--- src/design/ptp_pkg.sv ---
// Package for the perspective point transform: item structs, register
// reset values and pipeline depth constants. No dependencies.
`default_nettype none
package ptp_pkg;

  typedef struct packed {
    logic signed [31:0] point_x;
    logic signed [31:0] point_y;
    logic signed [31:0] point_z;
  } point_t;

  typedef struct packed {
    logic signed [31:0] result_x;
    logic signed [31:0] result_y;
    logic signed [31:0] result_z;
    logic               w_was_zero;
    logic               saturated;
  } result_t;

  localparam int NUM_REGS = 8;
  localparam int CFG_INDEX_W = 4;

  localparam logic [63:0] REG_RESET [NUM_REGS] = '{
    64'h0000_0000_0001_0000, 64'h0, 64'h0001_0000_0000_0000, 64'h0,
    64'h0, 64'h0000_0000_0001_0000, 64'h0, 64'h0001_0000_0000_0000
  };

  localparam int ROW_STAGES = 3;
  localparam int QUOT_BITS = 33;
  localparam int DIV_STAGES = QUOT_BITS + 2;
  localparam int LATENCY = ROW_STAGES + DIV_STAGES + 1;

  localparam logic signed [31:0] Q_MAX = 32'sh7FFF_FFFF;
  localparam logic signed [31:0] Q_MIN = 32'sh8000_0000;

endpackage
`default_nettype wire

--- src/design/ptp_div.sv ---
// Pipelined signed divider (v * 65536) / w, one quotient bit per stage,
// truncated and clipped to Q16.16. Depends on ptp_pkg.
`default_nettype none
module ptp_div (
  input  wire logic               clk,
  input  wire logic signed [31:0] v,
  input  wire logic signed [31:0] w,
  output logic signed [31:0]      quot,
  output logic                    sat
);

  localparam int QB = ptp_pkg::QUOT_BITS;

  logic [31:0] av, aw;
  logic [47:0] num;

  logic [QB:0]   rem  [QB+1];
  logic [QB-1:0] nlo  [QB+1];
  logic [QB-1:0] q    [QB+1];
  logic [31:0]   d    [QB+1];
  logic          neg  [QB+1];
  logic          big  [QB+1];

  assign av = v[31] ? (~v + 32'd1) : v;
  assign aw = w[31] ? (~w + 32'd1) : w;
  assign num = {av, 16'b0};

  always_ff @(posedge clk) begin
    rem[0] <= {{(QB+1-15){1'b0}}, num[47:33]};
    nlo[0] <= num[QB-1:0];
    q[0] <= '0;
    d[0] <= aw;
    neg[0] <= v[31] ^ w[31];
    big[0] <= {17'b0, num} >= {aw, 33'b0};
  end

  for (genvar k = 1; k <= QB; k++) begin : g_stage
    logic [QB:0] t;
    logic [QB-1:0] qn;
    assign t = {rem[k-1][QB-1:0], nlo[k-1][QB-k]};
    always_comb begin
      qn = q[k-1];
      qn[QB-k] = (t >= {1'b0, d[k-1]});
    end
    always_ff @(posedge clk) begin
      rem[k] <= qn[QB-k] ? (t - {1'b0, d[k-1]}) : t;
      nlo[k] <= nlo[k-1];
      q[k] <= qn;
      d[k] <= d[k-1];
      neg[k] <= neg[k-1];
      big[k] <= big[k-1];
    end
  end

  always_ff @(posedge clk) begin
    if (big[QB]) begin
      quot <= neg[QB] ? ptp_pkg::Q_MIN : ptp_pkg::Q_MAX;
      sat <= 1'b1;
    end else if (neg[QB]) begin
      if (q[QB] > 33'h0_8000_0000) begin
        quot <= ptp_pkg::Q_MIN;
        sat <= 1'b1;
      end else begin
        quot <= 32'(~q[QB] + 33'd1);
        sat <= 1'b0;
      end
    end else begin
      if (q[QB] > 33'h0_7FFF_FFFF) begin
        quot <= ptp_pkg::Q_MAX;
        sat <= 1'b1;
      end else begin
        quot <= q[QB][31:0];
        sat <= 1'b0;
      end
    end
  end

endmodule
`default_nettype wire

--- config.mk ---
export PLATFORM = sky130hd
export DESIGN_NAME = ptp_div
export DESIGN_NICKNAME = d
export VERILOG_FILES = /design/src/design/ptp_pkg.sv /design/src/design/ptp_div.sv
export SDC_FILE = /design/constraint.sdc
export NUM_CORES = 2
export LEC_CHECK = 0
export CAP_MARGIN = 20
export CORE_AREA = 10 10 544 546
export CTS_CLUSTER_SIZE = 20
export DETAILED_ROUTE_END_ITERATION = 6
export DIE_AREA = 0 0 554 556
export DONT_BUFFER_PORTS = 1
export PLACE_DENSITY_LB_ADDON = 0.05
export SYNTH_ARGS = -nofsm -noshare
export SYNTH_HDL_FRONTEND = slang
export SYNTH_MEMORY_MAX_BITS = 65536
export SYNTH_SLANG_ARGS = --single-unit
export TNS_END_PERCENT = 5
--- constraint.sdc ---
create_clock -name clk -period 4.4 [get_ports clk]
set_input_delay 0.66 -clock clk [delete_from_list [all_inputs] [get_ports clk]]
set_output_delay 0.66 -clock clk [all_outputs]
set_load 0.1 [all_outputs]
==> impl_metrics.json <==
{
  "drv_slew": 0,
  "worstHoldStart": "v[2]",
  "rrSetupSlack_ns": 0.29,
  "power_density_nw_per_um2": 822,
  "die-area_um2": 308000,
  "wl_per_cell_um": 18.9,
  "grt_pass1_vias": 93900,
  "ys_seq_elements": 2942,
  "die_h_um": 556,
  "ys_types": 90,
  "wl_mm": 342,
  "ant_nets": 0,
  "tightest_slew_ns": 1.00,
  "cp_max_fo": 5,
  "numCtsBuffers": 317,
  "hpwlAfterDp_mm": 273,
  "core-area_um2": 284000,
  "arrival_ns": 4.90,
  "fin_nets": 15200,
  "gp_congestion": 0.892,
  "fin_util_pct": 50.8,
  "cts-root-buf": "clkbuf_16",
  "rsz0062_at_grt": "yes",
  "grt_max_degree": 65,
  "finalCritPeriodShare_pct": 94.2,
  "clkPwrFrac_pct": 23.1,
  "finalCriticalPeriod_ns": 4.15,
  "whs_endpoint": "nlo[0][18]",
  "crit_required_ns": 5.16,
  "r2r_start": "d[14][2]",
  "power_frac_seq_pct": 33.7,
  "design_area_um2": 145000,
  "hold_depth": 1,
  "hold_viol_final": 0,
  "io_pins": 98,
  "synth_flop_cell": "dfxtp_1",
  "met1_usage_pct": 26.0,
  "numPortBuffers": 0,
  "intPower_mw": 72.7,
  "peakVddDrop_mv": 0.462,
  "grt-ovfl-total": 0,
  "crit_start": "v[0]",
  "drt_pass1_iterations": 6,
  "postPlaceCellArea_um2": 133000,
  "r2r_cells": 13,
  "grt_pass1_wl_mm": 527,
  "netSwitchingFraction_pct": 38.9,
  "synthArstFlopShare_pct": 0,
  "holdWs_ns": 0.0664,
  "area_delta_synth_final_pct": 13.2,
  "final_cell_mix": "2,942 x dfxtp_1, 1,358 x inv_1, 1,259 x a21oi_1",
  "slew_headroom_pct": 33.3,
  "grt_busiest_layer": "met2",
  "rows": 196,
  "vias": 95000,
  "p_comb_share_pct": 43.2,
  "leakage_nw": 66.0,
  "setup_viol": 0,
  "path_class": "input pin to flip-flop",
  "netlist_area_um2": 128000,
  "clk_pin_slew_ns": 0.06,
  "tritoncts": "built",
  "hold_class": "input pin to flip-flop",
  "final_common_cell": "dfxtp_1",
  "drive_above_1_share_pct": 6.84,
  "maxCapViolCount": 0,
  "via_per_inst": 5.25,
  "initial_core_util_pct": 44.9,
  "crit_path_end_kind": "flip-flop",
  "skew_ns": 0.0565,
  "synth_cells": 13900,
  "ys_seq_area_share_pct": 46.1,
  "drc_errors": 0,
  "antenna_found_initial": 18,
  "cts.sinks": 2942,
  "net-switching-power_mw": 46.2,
  "htree_levels": 5,
  "grt_util_met3_pct": 2.48,
  "synth_edf_count": 0,
  "clock_latency_ns": 0.91,
  "die-width_um": 554,
  "syn_avg_cell_area_um2": 9.23,
  "drt-initial-drc-count": 5994,
  "grt_use_met2_pct": 38.5,
  "grt_usage_pct": 21.2,
  "yosysWarnings": 0,
  "fmax_mhz": 241,
  "clock_path_buffers": 4,
  "r2r_end": "rem[15][14]",
  "outcome": "completed",
  "synthesis.nets": 15000,
  "setup_tns_ns": 0,
  "crit_path_start_kind": "input pin"
}
==> timing repair <==
action	4_1_cts	5_1_grt
hold buffers	81	1
gates resized for setup	0	4
buffers inserted	0	0
endpoints found under the hold margin	57	1
setup endpoints to repair	0	10
==> per-stage QoR <==
step	power [mW]	worst slack, ns	cells
after global routing	128	-0.0382	18100
after global placement	91.4	-0.528	17400
after floorplan	76.5	-0.261	13900
after detailed placement	91.7	-0.636	17400
final	119	0.253	18100
after CTS	120	0.199	18100
==> metal layers <==
layer / vias up / share of wire [%]
met1: 44600 / 43
met3: 549 / 3.9
met2: 1907 / 50
met4: 4 / 3.4
met5: - / 0.0082
li1: 48000 / -
==> how the worst max path moves through the flow <==
stage	endpoint	slack, ns	depth (start not counted)
floorplan	big[0]	-0.26	20
global placement	big[0]	-0.53	19
detailed placement	big[0]	-0.64	17
CTS	rem[10][22]	0.20	15
global route	big[0]	-0.04	19
finish	big[0]	0.25	19
==> power groups by stage <==
stage / registers [mW] / logic, mW / clock network (mW)
after floorplan: 37.8 / 38.8 / 0
after global placement: 40.8 / 50.6 / 0
after detailed placement: 40.8 / 50.9 / 0
after CTS: 40.3 / 51.4 / 28.2
after global routing: 40.7 / 57.6 / 29.2
final: 40.1 / 51.4 / 27.4
==> synth_stat cells, types with 85 or more instances <==
cell      count  area share, %
a21o_1      515            3.0
a21oi_1    1264            4.9
a31oi_1      95           0.47
and3_1       85           0.42
clkbuf_1    299           0.88
dfxtp_1    2942             46
ha_1       1058             10
inv_1      1358            4.0
mux2_2      170            1.5
nand2_1    1084            3.2
nand2b_1    196           0.96
nand3_1     155           0.61
nand4_1     172           0.84
nor2_1      827            2.4
nor2b_1     203           0.99
nor3_1      142           0.56
o21a_1      141           0.83
o21ai_0    1028            4.0
o21bai_1    143           0.84
o31ai_1      91           0.53
xnor2_1     553            3.8
xor2_1      407            2.8
==> final cells by class <==
class | count | area [um2]
tap | 3762 | 4710
sequential | 2942 | 58900
clock buffer | 430 | 9110
clock inverter | 141 | 1840
antenna | 20 | 50.0
timing repair buffer | 221 | 2110
multi-input combinational | 9214 | 62800
inverter | 1358 | 5100
fill | 26500 | 140000
==> worst max-delay path: stages <==
cell       delay [ns]
inv_1            0.06
ha_1             0.16
nand2_1          0.07
or3_4            0.35
or2_2            0.30
or4_4            0.43
or4_4            0.43
nand2b_4         0.17
or2_4            0.25
nand2_1          0.08
xnor2_1          0.08
ha_1             0.32
and4_1           0.20
nand3_1          0.07
nor4_1           0.27
nand4b_1         0.13
nor4_1           0.29
a31oi_1          0.19
a2111oi_2        0.37
==> kinds of logic after synthesis <==
logic type      share of synthesized area (%)
compound gates                           18.1
xor+xnor                                 6.58
fa+ha+maj                                10.9
buf+inv                                  5.04
flops                                    46.1
mux                                      1.65
simple gates                             11.7
==> state kept, by name, indices dropped and copies added (netlist names) <==
signal	flops
sat	1
nlo	153
rem	1071
d	1056
neg	34
quot	32
big	34
q	561
Power figures use the tool's default switching activity.
